## src/hdl/drp_pkg.sv

```systemverilog
// drp_pkg: shared types, register map and scaling constants of the drive parameter register file
// depends on nothing; used by drp_front, drp_queue and drp_back
package drp_pkg;

    typedef enum logic [3:0] {
        OP_ENABLE,
        OP_TORQUE,
        OP_FREQ,
        OP_FLAG,
        OP_PROG,
        OP_ARM,
        OP_CURVE,
        OP_RESET,
        OP_BUS,
        OP_MOTOR,
        OP_CTRL_LO,
        OP_TIMEOUT,
        OP_CTRL_HI,
        OP_TABLE,
        OP_UNKNOWN
    } op_t;

    typedef struct packed {
        op_t         op;
        logic [15:0] addr;
        logic [15:0] value;
    } entry_t;

    localparam int Q_DEPTH = 4;

    localparam logic [15:0] ADDR_ENABLE   = 16'd40100;
    localparam logic [15:0] ADDR_TORQUE   = 16'd40101;
    localparam logic [15:0] ADDR_FREQ     = 16'd40102;
    localparam logic [15:0] ADDR_FLAG_LO  = 16'd40103;
    localparam logic [15:0] ADDR_FLAG_HI  = 16'd40105;
    localparam logic [15:0] ADDR_PROG     = 16'd40110;
    localparam logic [15:0] ADDR_ARM      = 16'd40111;
    localparam logic [15:0] ADDR_CURVE    = 16'd40120;
    localparam logic [15:0] ADDR_RESET    = 16'd40150;
    localparam logic [15:0] ADDR_BUS_ID   = 16'd40300;
    localparam logic [15:0] ADDR_BAUD_HI  = 16'd40301;
    localparam logic [15:0] ADDR_BAUD_LO  = 16'd40302;
    localparam logic [15:0] ADDR_PARITY   = 16'd40303;
    localparam logic [15:0] ADDR_OFFSET   = 16'd40304;
    localparam logic [15:0] ADDR_MOTOR_LO = 16'd40400;
    localparam logic [15:0] ADDR_MOTOR_HI = 16'd40407;
    localparam logic [15:0] ADDR_CTRL_LO  = 16'd40500;
    localparam logic [15:0] ADDR_CTRL_MID = 16'd40503;
    localparam logic [15:0] ADDR_TOUT_LO  = 16'd40504;
    localparam logic [15:0] ADDR_TOUT_HI  = 16'd40531;
    localparam logic [15:0] ADDR_CTRL_HI  = 16'd40532;
    localparam logic [15:0] ADDR_CURR_SEL = 16'd40541;
    localparam logic [15:0] ADDR_CTRL_END = 16'd40543;

    localparam logic [15:0] CURR_SEL_LIM  = 16'd5;
    localparam logic [15:0] LAST_LIM      = 16'd4;
    localparam logic [15:0] BUS_ID_LIM    = 16'd248;
    localparam logic [15:0] PARITY_LIM    = 16'd3;
    localparam logic signed [15:0] TORQUE_MAX = 16'sd100;
    localparam logic signed [15:0] TORQUE_MIN = -16'sd100;

    // 1.10 * 1774 taken exactly as 19514/10, with the /2048 folded in
    localparam logic [14:0] DC_MUL  = 15'd19514;
    // /20480 done as >> 12 then /5 by reciprocal, ceil(2^22 / 5)
    localparam logic [19:0] DC_RECIP = 20'd838861;
    localparam logic [10:0] NOM_K   = 11'd1448;
    localparam logic [10:0] MIN_K   = 11'd1774;

    function automatic logic [7:0] clamp255(input logic [63:0] v);
        clamp255 = (v > 64'd255) ? 8'hFF : v[7:0];
    endfunction

endpackage

```

## src/hdl/drp_front.sv

```systemverilog
// drp_front: decodes the register address of each write beat into an operation class
// depends on drp_pkg
module drp_front #(
    parameter int TABLE_DEPTH     = 2048,
    parameter int TABLE_BASE_ADDR = 41000
) (
    input  logic                push,
    output logic                full,
    input  logic [15:0]         reg_address,
    input  logic [15:0]         reg_value,
    input  logic                q_full,
    output logic                q_push,
    output drp_pkg::entry_t     q_entry
);

    localparam logic [16:0] TBL_LO = 17'(TABLE_BASE_ADDR);
    localparam logic [16:0] TBL_HI = 17'(TABLE_BASE_ADDR + TABLE_DEPTH);

    drp_pkg::op_t op;
    logic [16:0]  a17;

    assign a17 = {1'b0, reg_address};

    always_comb
    begin
        if (reg_address == drp_pkg::ADDR_ENABLE)
            op = drp_pkg::OP_ENABLE;
        else if (reg_address == drp_pkg::ADDR_TORQUE)
            op = drp_pkg::OP_TORQUE;
        else if (reg_address == drp_pkg::ADDR_FREQ)
            op = drp_pkg::OP_FREQ;
        else if (reg_address >= drp_pkg::ADDR_FLAG_LO && reg_address <= drp_pkg::ADDR_FLAG_HI)
            op = drp_pkg::OP_FLAG;
        else if (reg_address == drp_pkg::ADDR_PROG)
            op = drp_pkg::OP_PROG;
        else if (reg_address == drp_pkg::ADDR_ARM)
            op = drp_pkg::OP_ARM;
        else if (reg_address == drp_pkg::ADDR_CURVE)
            op = drp_pkg::OP_CURVE;
        else if (reg_address == drp_pkg::ADDR_RESET)
            op = drp_pkg::OP_RESET;
        else if (reg_address >= drp_pkg::ADDR_BUS_ID && reg_address <= drp_pkg::ADDR_OFFSET)
            op = drp_pkg::OP_BUS;
        else if (reg_address >= drp_pkg::ADDR_MOTOR_LO && reg_address <= drp_pkg::ADDR_MOTOR_HI)
            op = drp_pkg::OP_MOTOR;
        else if (reg_address >= drp_pkg::ADDR_CTRL_LO && reg_address <= drp_pkg::ADDR_CTRL_MID)
            op = drp_pkg::OP_CTRL_LO;
        else if (reg_address >= drp_pkg::ADDR_TOUT_LO && reg_address <= drp_pkg::ADDR_TOUT_HI)
            op = drp_pkg::OP_TIMEOUT;
        else if (reg_address >= drp_pkg::ADDR_CTRL_HI && reg_address <= drp_pkg::ADDR_CTRL_END)
            op = drp_pkg::OP_CTRL_HI;
        else if (a17 >= TBL_LO && a17 < TBL_HI)
            op = drp_pkg::OP_TABLE;
        else
            op = drp_pkg::OP_UNKNOWN;
    end

    assign full          = q_full;
    assign q_push        = push && !q_full;
    assign q_entry.op    = op;
    assign q_entry.addr  = reg_address;
    assign q_entry.value = reg_value;

endmodule

```

## config.mk

```make
export PLATFORM = sky130hd
export DESIGN_NAME = drp_front
export DESIGN_NICKNAME = d
export VERILOG_FILES = /design/src/hdl/drp_pkg.sv /design/src/hdl/drp_front.sv
export SDC_FILE = /design/constraint.sdc
export NUM_CORES = 1
export LEC_CHECK = 0
export ABC_AREA = 1
export BUFFER_PORTS_ARGS = -buffer_cell sky130_fd_sc_hd__buf_4
export CAP_MARGIN = 10
export CORE_AREA = 2 2 60 62
export DETAILED_ROUTE_END_ITERATION = 6
export DIE_AREA = 0 0 62 64
export PLACE_DENSITY = 0.66
export SLEW_MARGIN = 30
export SYNTH_ARGS = -nofsm -noshare
export SYNTH_HDL_FRONTEND = slang
export SYNTH_SLANG_ARGS = --single-unit
export TNS_END_PERCENT = 30
```

## constraint.sdc

```tcl
create_clock -name vclk -period 2
set_input_delay 0.3 -clock vclk [all_inputs]
set_output_delay 0.3 -clock vclk [all_outputs]
set_load 0.01 [all_outputs]
```

* After elaboration in Yosys (flattened, before gate mapping)
Index checks and enable logic that the tools add are counted.
** Word-level totals
- Register bits :: 0
- Latch bits :: 0
- RAM bits :: 0
- Bits in read-only memories :: 0
- Output and inout bits :: 38
- Memories :: 0
** Operators by class
- $add $sub $neg :: 0
- Multipliers :: 0
- Div/mod/pow operators :: 0
- $lt $le $gt $ge :: 14
- Equality and inequality tests :: 7
- Shifts and indexed selects :: 0
- Multiplexer cells :: 14
- Bitwise logic cells :: 0
- Reductions and logical operators :: 9
** Operators with widths (count)
- $eq A16 B16 Y1 const B :: 7
- $ge A16 B16 Y1 const B :: 7
- $le A16 B16 Y1 const B :: 6
- $mux W4 :: 8
- $lt A16 B16 Y1 const B :: 1
- $mux W3 :: 4
- $logic_and A1 B1 Y1 :: 8
- $mux W2 :: 2
- $logic_not A1 Y1 :: 1

* Logic depth before layout (Yosys ltp)
- Depth in word-level cells :: 16
- Depth in mapped cells :: 11
- Mapped depth without buffers :: 10

* Worst setup path after synthesis
OpenSTA, ideal clock, no wires.
- Kind :: input to output
- From :: in reg_address[5]
- To :: out q_entry[32] in the netlist's numbering
- Arrival :: 1218 ps
- Data required time :: 1700 ps
- Path slack :: 482 ps
- Stages :: 10
- Path through :: buf_2 > nand2_1 > nor2_1 > nor2_1 > nand3_1 > nand2_1 > nand3_1 > nand3_1 > nor2_1 > nor2_1
** RTL lines
- start, declared :: line drp_front.sv:9 : input logic [15:0] reg_address,
- end, declared :: line drp_front.sv:13 : output drp_pkg::entry_t q_entry

==> results.md <==
- Share of layout cells above drive strength 1: 25.13%
- Final Max Tran Viols: 0
- Grt total ovfl: 0
- Min Tclk post-route: 1.830 ns
- Nets@finish: 231
- Power per standard cell area: 177.3 nW/um^2
- CP startpoint kind: input pin
- Post-Syn Nets: 224
- Final Hold Fails: 0
- Slew headroom: 80.65%
- Worst slew pin tran: 0.2881 ns
- Antenna diode count: 0
- Setup-failing EPs final: 0
- Worst stage delay on the critical path: 0.31 ns
- Sequential share of the synthesized area: 0%
- Initial core utilization: 28.99%
- Placed Instances: 241
- Pre-Repair DR Iteration Count: 4
- Critical Path AT: 1.53 ns
- Layout area overhead: 10.51%
- Vias in the first global route: 902
- Syn avg cell area: 5.011 sq um
- Maximum number of pins on one net before global-route repair: 10
- Vias: 1082
- Sequential cell count: 0
- Post-DP HPWL: 2.010 mm
- Syn. warnings: 0
- Drt wl/cell: 9.647 microns
- Top delay family on crit path: simple AND/OR/NAND/NOR gates
- Tot GR Track Use: 11.72%
- Hold buffer count at CTS: 0
- Kind of critical path: in -> out
- Total core area: 3284 sq um
- Worst-path fanout max: 6
- IO buf count: 40
- 1st-iter DRT viols: 34
- Placer Congestion: 0.9259
- Initial antenna violation count: 0
- HP Class: in -> out
- GRT met2 Usage: 19.53%
- Post-cts sizing count: 0
- # IOs: 72
- Final ANT Viol Nets: 0
- Netlist cell types: 20
- P_leak: 0.6074 nW
- GR Util met1: 16.38%
- Die area: 3968 sq um
- Max-cap violations: 0
- Commonest non-fill, non-tap cell in the layout: nand2_1
- Met3 Usage GRT: 0.6073%
- Peak supply drop: 0.00005209 V
- F_max: 546.3 MHz
- Post-synthesis cell count: 190
- First-pass GRT wire length: 3.815 mm
- Fillers: 383
- Setup TNS: 0 ns
- Total Routed Length: 2.325 mm
- Commonest non-fill, non-tap cells in the layout: nand2_1, buf_4, nor2_1, inv_1, nand3_1
- RSZ-0062 raised after global routing: no
- Register area: 0 sq um
- DIE WIDTH: 62 microns
- Setup Buffers After CTS: 0
- Cell mode on critical path: nor2_1
- CP required: 1.70 ns
- Slowest-stage cell, CP: nor3_4
- DR DRC count: 0
- GR peak layer: met2
- Chip Height: 64 microns
- Routed vias/inst: 4.490
- Syn Std Cell Area: 952.2 sq um
- Final Cycle Share: 91.52%
- CP Buf/Inv Count: 2
- Cell Chain, Critical Path: buf_4 -> nor2_1 -> nand2_2 -> nor3_4 -> nand3_1 -> nand3_1 -> nor2_1 -> nor2_1 -> buf_4
- # rows: 21
- Outcome: finished clean
- Clock Buffer Count: 0
- Crit end category: output pin
- Fin cells: 241
[synth_stat cells]
cell type  count  area [sq um]
buf_2          2         10.01
nor3_4         1         16.27
nand2_1       42         157.7
inv_1         27         101.4
clkinv_1       1         3.750
o21ai_0        3         15.01
nand4_1       10         62.56
a211oi_1       1         7.510
a31oi_1        1         6.260
nand3_2        1         10.01
nor2_4         1         11.26
buf_4         33         247.7
nand3_1       21         105.1
nand2_2        4         25.02
nor2_2         1         6.260
nor2_1        32         120.1
nor3_1         3         15.01
inv_2          1         3.750
nand3b_1       1         7.510
a21oi_1        4         20.02
[metrics by stage]
step	hold WS (ns)	util, %	instance area [sq um]	power (mW)	worst slack (ns)
floorplan	0.6475	-	952.2	0.1484	0.4817
global placement	0.6001	32.04	1052	0.1872	0.1606
detailed placement	0.6001	32.04	1052	0.1872	0.1605
CTS	0.6001	32.04	1052	0.1878	0.1524
global route	0.6000	32.04	1052	0.2098	0.01346
finish	0.6000	32.04	1052	0.1866	0.1696
[logic make-up after synthesis]
group / after synthesis / share of synthesized area (%)
buffers and inverters: 64 / 38.50
AO/OA/AOI/OAI: 9 / 5.125
AND/OR/NAND/NOR: 117 / 56.37
[routing by layer]
metal	up-vias	part of all wire (%)
li1	578	-
met1	456	45
met2	46	46
met3	2	8.2
met4	0	0.73
met5	-	0
[cell type report]
cell class                 count  area (sq um)  area share (%)
inverter                      29         108.9           10.34
tap                           46         57.56           5.470
multi-input combinational    126         585.6           55.65
timing repair buffer          40         300.3           28.54
[final timing paths]
| path | startpoint | end | slack, ns | cells past startpoint |
|---|---|---|---|---|
| setup / recovery | reg_address[13] | q_entry[32] | 0.17 | 9 |
| hold / removal | reg_value[0] | q_entry[0] | 0.60 | 0 |
[where the power goes]
part / internal [mW] / total, mW / switching, mW
logic: 0.0800 / 0.187 / 0.107
clock network: 0 / 0 / 0
registers: 0 / 0 / 0
No activity file was read; power rests on OpenSTA's default activity.
