File: config.mk
export PLATFORM = sky130hd
export DESIGN_NAME = drp_queue
export DESIGN_NICKNAME = d
export VERILOG_FILES = /design/src/hdl/drp_pkg.sv /design/src/hdl/drp_queue.sv
export SDC_FILE = /design/constraint.sdc
export NUM_CORES = 1
export LEC_CHECK = 0
export ABC_AREA = 1
export BUFFER_PORTS_ARGS = -buffer_cell sky130_fd_sc_hd__buf_2
export CAP_MARGIN = 5
export CORE_ASPECT_RATIO = 0.5
export CORE_MARGIN = 2
export CORE_UTILIZATION = 50
export DETAILED_ROUTE_END_ITERATION = 7
export PLACE_DENSITY = 0.7
export SETUP_SLACK_MARGIN = 0.15
export SYNTH_ARGS = -nofsm -noshare
export SYNTH_HDL_FRONTEND = slang
export SYNTH_SLANG_ARGS = --single-unit
export TNS_END_PERCENT = 1
File: constraint.sdc
create_clock -name clk -period 2.1 [get_ports clk]
set_input_delay 0.21 -clock clk [delete_from_list [all_inputs] [get_ports clk]]
set_output_delay 0.21 -clock clk [all_outputs]
set_load 0.05 [all_outputs]
File: src/hdl/drp_pkg.sv
// drp_pkg: shared types, register map and scaling constants of the drive parameter register file
// depends on nothing; used by drp_front, drp_queue and drp_back
package drp_pkg;

    typedef enum logic [3:0] {
        OP_ENABLE,
        OP_TORQUE,
        OP_FREQ,
        OP_FLAG,
        OP_PROG,
        OP_ARM,
        OP_CURVE,
        OP_RESET,
        OP_BUS,
        OP_MOTOR,
        OP_CTRL_LO,
        OP_TIMEOUT,
        OP_CTRL_HI,
        OP_TABLE,
        OP_UNKNOWN
    } op_t;

    typedef struct packed {
        op_t         op;
        logic [15:0] addr;
        logic [15:0] value;
    } entry_t;

    localparam int Q_DEPTH = 4;

    localparam logic [15:0] ADDR_ENABLE   = 16'd40100;
    localparam logic [15:0] ADDR_TORQUE   = 16'd40101;
    localparam logic [15:0] ADDR_FREQ     = 16'd40102;
    localparam logic [15:0] ADDR_FLAG_LO  = 16'd40103;
    localparam logic [15:0] ADDR_FLAG_HI  = 16'd40105;
    localparam logic [15:0] ADDR_PROG     = 16'd40110;
    localparam logic [15:0] ADDR_ARM      = 16'd40111;
    localparam logic [15:0] ADDR_CURVE    = 16'd40120;
    localparam logic [15:0] ADDR_RESET    = 16'd40150;
    localparam logic [15:0] ADDR_BUS_ID   = 16'd40300;
    localparam logic [15:0] ADDR_BAUD_HI  = 16'd40301;
    localparam logic [15:0] ADDR_BAUD_LO  = 16'd40302;
    localparam logic [15:0] ADDR_PARITY   = 16'd40303;
    localparam logic [15:0] ADDR_OFFSET   = 16'd40304;
    localparam logic [15:0] ADDR_MOTOR_LO = 16'd40400;
    localparam logic [15:0] ADDR_MOTOR_HI = 16'd40407;
    localparam logic [15:0] ADDR_CTRL_LO  = 16'd40500;
    localparam logic [15:0] ADDR_CTRL_MID = 16'd40503;
    localparam logic [15:0] ADDR_TOUT_LO  = 16'd40504;
    localparam logic [15:0] ADDR_TOUT_HI  = 16'd40531;
    localparam logic [15:0] ADDR_CTRL_HI  = 16'd40532;
    localparam logic [15:0] ADDR_CURR_SEL = 16'd40541;
    localparam logic [15:0] ADDR_CTRL_END = 16'd40543;

    localparam logic [15:0] CURR_SEL_LIM  = 16'd5;
    localparam logic [15:0] LAST_LIM      = 16'd4;
    localparam logic [15:0] BUS_ID_LIM    = 16'd248;
    localparam logic [15:0] PARITY_LIM    = 16'd3;
    localparam logic signed [15:0] TORQUE_MAX = 16'sd100;
    localparam logic signed [15:0] TORQUE_MIN = -16'sd100;

    // 1.10 * 1774 taken exactly as 19514/10, with the /2048 folded in
    localparam logic [14:0] DC_MUL  = 15'd19514;
    // /20480 done as >> 12 then /5 by reciprocal, ceil(2^22 / 5)
    localparam logic [19:0] DC_RECIP = 20'd838861;
    localparam logic [10:0] NOM_K   = 11'd1448;
    localparam logic [10:0] MIN_K   = 11'd1774;

    function automatic logic [7:0] clamp255(input logic [63:0] v);
        clamp255 = (v > 64'd255) ? 8'hFF : v[7:0];
    endfunction

endpackage

File: src/hdl/drp_queue.sv
// drp_queue: short fifo of decoded write beats between front and back
// depends on drp_pkg
module drp_queue (
    input  logic            clk,
    input  logic            rst_n,
    input  logic            wr_en,
    input  drp_pkg::entry_t wr_data,
    output logic            q_full,
    input  logic            rd_en,
    output drp_pkg::entry_t rd_data,
    output logic            q_empty
);

    localparam int PW = $clog2(drp_pkg::Q_DEPTH);

    drp_pkg::entry_t mem_reg [drp_pkg::Q_DEPTH];
    logic [PW-1:0]   wp_reg, rp_reg;
    logic [PW:0]     cnt_reg;

    assign q_full  = (cnt_reg == (PW+1)'(drp_pkg::Q_DEPTH));
    assign q_empty = (cnt_reg == '0);
    assign rd_data = mem_reg[rp_reg];

    always_ff @(posedge clk)
    begin
        if (wr_en)
            mem_reg[wp_reg] <= wr_data;
    end

    always_ff @(posedge clk or negedge rst_n)
    begin
        if (!rst_n)
        begin
            wp_reg  <= '0;
            rp_reg  <= '0;
            cnt_reg <= '0;
        end
        else
        begin
            if (wr_en)
                wp_reg <= wp_reg + 1'b1;
            if (rd_en)
                rp_reg <= rp_reg + 1'b1;
            if (wr_en && !rd_en)
                cnt_reg <= cnt_reg + 1'b1;
            else if (rd_en && !wr_en)
                cnt_reg <= cnt_reg - 1'b1;
        end
    end

endmodule

### Word level (Yosys, flattened, before mapping)

Memories as Yosys holds them, arrays and structs flattened.
Index checks and enable logic that the tools add are counted.

| storage, ports and cells | value |
|---|---|
| register bits | 7 |
| memory bits (writable) | 144 |
| output and inout port bits | 38 |
| logic and storage cells | 19 |
| memories | 1 |

Memory list:

| memory | depth | width | rd ports | clocked after Yosys merged registers in | write ports | line | text |
|---|---|---|---|---|---|---|---|
| mem_reg | 4 | 36 | 1 | 0 | 1 | drp_queue.sv:16 | `drp_pkg::entry_t mem_reg [drp_pkg::Q_DEPTH];` |

| operators by class | value |
|---|---|
| add/subtract/negate cells | 4 |
| equality and inequality tests | 1 |
| mux-type cells | 4 |
| reductions and logical operators | 6 |

Operators with widths:

| operator | count |
|---|---|
| $mux 3 | 2 |
| $add 2x1->2 const B | 2 |
| $add 3x1->3 const B | 1 |
| $eq 3x3->1 const B | 1 |
| $logic_not 3->1 | 1 |
| $sub 3x1->3 const B | 1 |
| $logic_and 1x1->1 | 2 |
| $logic_not 1->1 | 2 |
| $mux 1 | 2 |
| $reduce_bool 2->1 | 1 |

### Depth between registers and ports, before layout

| logic depth | value |
|---|---|
| word-level depth | 4 |
| depth in mapped cells | 9 |
| mapped depth without buffers | 9 |

### Worst setup path after synthesis

Ideal clock, no wire load.

| path | value |
|---|---|
| path kind | register to register |
| start | reg wp_reg[0] |
| end | mem mem_reg[2][0] (netlist bit), enable pin |
| library setup time | 0.391 ns |
| arrival time | 1.375 ns |
| required time | 1.709 ns |
| slack | 0.335 ns |
| stages on the path, launching flop included | 5 |
| path buffers | 0 |
| clock period less this slack | 1.765 ns |
| path through | dfrtp_1 -> inv_1 -> ha_1 -> nand2_1 -> inv_1 |

RTL lines:

| element | line | text |
|---|---|---|
| start, declared | drp_queue.sv:17 | `logic [PW-1:0] wp_reg, rp_reg;` |
| start signal, assigned | drp_queue.sv:41 | `wp_reg <= wp_reg + 1'b1;` |
| end, declared | drp_queue.sv:16 |  |

Straight into the memory's write port.

==> flow_metrics.tcl <==
set metrics [dict create \
    status "complete, no violations" \
    crit_start "rp_reg[0]$_DFFE_PN0P_" \
    gr-total-overflow 0 \
    clkTransAtPathRegs_ns 0.06 \
    io_buffers 77 \
    dp_hpwl_mm 6.787 \
    finClkSkew_ns 0.009065 \
    crit_end "rd_data[21]" \
    fin_area_um2 7463 \
    powerDensity_nw_per_um2 1637 \
    vias_per_cell 4.938 \
    drc 0 \
    cp_data_required_time_ns 1.89 \
    grt_max_degree 47 \
    worst_pin_slew_ns 0.3408 \
    cts_root_buf "clkbuf_16" \
    finalCritPeriodShare_pct 92.65 \
    grt_pass1_wl_mm 17.46 \
    syn_inst 467 \
    hp-class "input pin to flop" \
    track_usage_pct 17.62 \
    finalPower_mw 12.22 \
    syn_area_per_cell_um2 13.19 \
    setup_viol 0 \
    crit_type "flop to output port" \
    die_x_um 161.0 \
    ys_seq_area_share_pct 73.06 \
    num_vias 3684 \
    drive_gt1_share_pct 22.55 \
    cts_tree "done" \
    drv_slew 0 \
    routed_wl_mm 11.26 \
    die_area_um2 13270 \
    syn_nets 513 \
    hold_viol 0 \
    first_pass_iters 4 \
    cts_buffer_depth 2 \
    r2r_slack_ns 0.58 \
    regToRegStartpoint "wp_reg[0]$_DFFE_PN0P_" \
    initial_core_util_pct 51.70 \
    critical_path.max_fanout 32 \
    grt_pass1_vias 3571 \
    ys_ff_latch 151 \
    fin_nets 614 \
    rsz0062_at_grt "yes" \
    drt_iter0_drc 256 \
    timing.hold.ws_ns 0.01152 \
    fmax_mhz 514.0 \
    fill_cells 910 \
    core_area_um2 11910 \
    cts_buffers 17 \
    fp-row-count 28 \
    relSlewSlack_pct 77.28 \
    die_h_um 82.48 \
    place_area_um2 6728 \
    antenna_left 0 \
    drv_cap 0 \
    synth.distinct_cells 19 \
    r2r_cells 5 \
    areaGrowthSynthToFinish_pct 21.19 \
    diodes 0 \
    critPathArrivalTime_ns 1.74 \
    avgRoutedWirePerCell_um 15.10 \
    netlist_area_um2 6158 \
    critPathLaunchType "flop" \
    cts.sinks 151 \
    finalSetupTns_ns 0 \
    critPathCaptureType "output port" \
    insertion_delay_ns 0.41 \
    worstReg2RegEnd "mem_reg[0][35]$_DFFE_PP_" \
    antenna_found_initial 0 \
    largest_reg_flops 144 \
    io_pins 78 \
    register_area_um2 4504 \
    multi_input_area_um2 1139 \
    min_period_ns 1.946 \
    htreeDepth 4 \
    gp_congestion 0.7121 \
    ys.warnings.count 0 \
    p_leak_nw 3.064 \
    ir_worst_vdd_mv 0.9521 \
]
[metrics by stage]
stage | worst slack [ns] | std cells | util [%]
2_1_floorplan | 0.3348 | 467 | -
3_5_place_dp | 0.5494 | 698 | 56.48
3_3_place_gp | 0.5675 | 698 | 56.48
4_1_cts | 0.1273 | 742 | 62.05
5_1_grt | 0.1145 | 746 | 62.66
6_report | 0.1543 | 746 | 62.66
[cell usage after synthesis]
cell type | count | share of area (%)
ha_1 | 5 | 1.0
nor3_1 | 2 | 0.16
nand2_1 | 121 | 7.4
dfrtp_1 | 7 | 2.8
buf_2 | 6 | 0.49
edfxtp_1 | 144 | 70
clkbuf_1 | 1 | 0.061
o21ai_1 | 1 | 0.081
nand4_1 | 1 | 0.10
clkbuf_8 | 5 | 1.1
nand3_1 | 1 | 0.081
inv_1 | 83 | 5.1
buf_6 | 2 | 0.37
xnor2_1 | 1 | 0.14
clkinv_4 | 1 | 0.14
fa_1 | 1 | 0.33
xor2_1 | 3 | 0.43
buf_4 | 10 | 1.2
o211ai_1 | 72 | 8.8
[cell families after synthesis]
group / share of synthesized area [%]
xor+xnor: 0.5690
buf+inv: 8.452
simple gates: 7.721
compound gates: 8.858
flops: 73.06
fa+ha+maj: 1.341
[timing repair]
| action | CTS | global route |
|---|---|---|
| buffers inserted | 0 | 3 |
| hold endpoints to repair | 50 | 3 |
| endpoints found under the setup margin | 10 | 36 |
| pin swaps | 0 | 3 |
| hold buffers | 12 | 1 |
| resized for setup | 1 | 18 |
| cloned | 0 | 0 |
[power by group]
group	internal [mW]	switching, mW
clock network	1.53	1.25
registers	3.96	0.213
logic	1.42	3.85
total	6.91	5.31
[worst min path at each step]
stage / start / endpoint / slack, ns / depth (start not counted)
3_5_place_dp: rst_n / cnt_reg[0]$_DFFE_PN0P_ / 0.06 / 1
2_1_floorplan: rst_n / cnt_reg[0]$_DFFE_PN0P_ / -0.09 / 0
4_1_cts: wr_data[22] / mem_reg[3][22]$_DFFE_PP_ / 0.0004 / 1
5_1_grt: wr_data[9] / mem_reg[0][9]$_DFFE_PP_ / -0.004 / 1
6_report: wr_data[9] / mem_reg[0][9]$_DFFE_PP_ / 0.01 / 1
3_3_place_gp: rst_n / cnt_reg[2]$_DFFE_PN0P_ / 0.06 / 1
[final cells by class]
cell class	count	share of cell area (%)
flip-flops and latches	151	60.35
well taps	165	2.766
repair buffers	106	10.09
inverters	84	4.292
multi-input cells	208	15.26
clock inverters	15	1.542
clock buffers	17	5.700
[routing by layer]
layer  part of all wire, %  track usage, %  routed length (um)
met1                    47           21.91                5266
met2                    49           30.43                5489
met3                   3.7           5.095                 418
met4                  0.77           6.071                  87
met5                     0               0                   0
[critical path, cell delays in order, from the launching register on]
cell	delay, ns
dfrtp_4	0.56
buf_12	0.20
nand2_1	0.09
o211ai_1	0.10
nand2_1	0.12
buf_2	0.27
[layout by cell type, fill, tap and decap left out]
cell,count
clkinv_2,3
clkinv_1,1
ha_1,5
clkbuf_4,8
fa_1,1
nand3_1,1
dfrtp_1,5
edfxtp_1,144
clkinvlp_4,2
inv_8,1
buf_4,9
buf_2,66
dlygate4sd3_1,13
buf_12,6
nand4_1,1
nor3_1,2
clkinv_4,2
nand2_1,121
o21ai_1,1
inv_1,79
o211ai_1,72
clkbuf_16,17
dfrtp_4,1
dfrtp_2,1
xnor2_1,1
xor2_1,3
inv_2,4
inv_6,7
buf_6,4
Note: power is estimated with default switching activity, not from simulation.
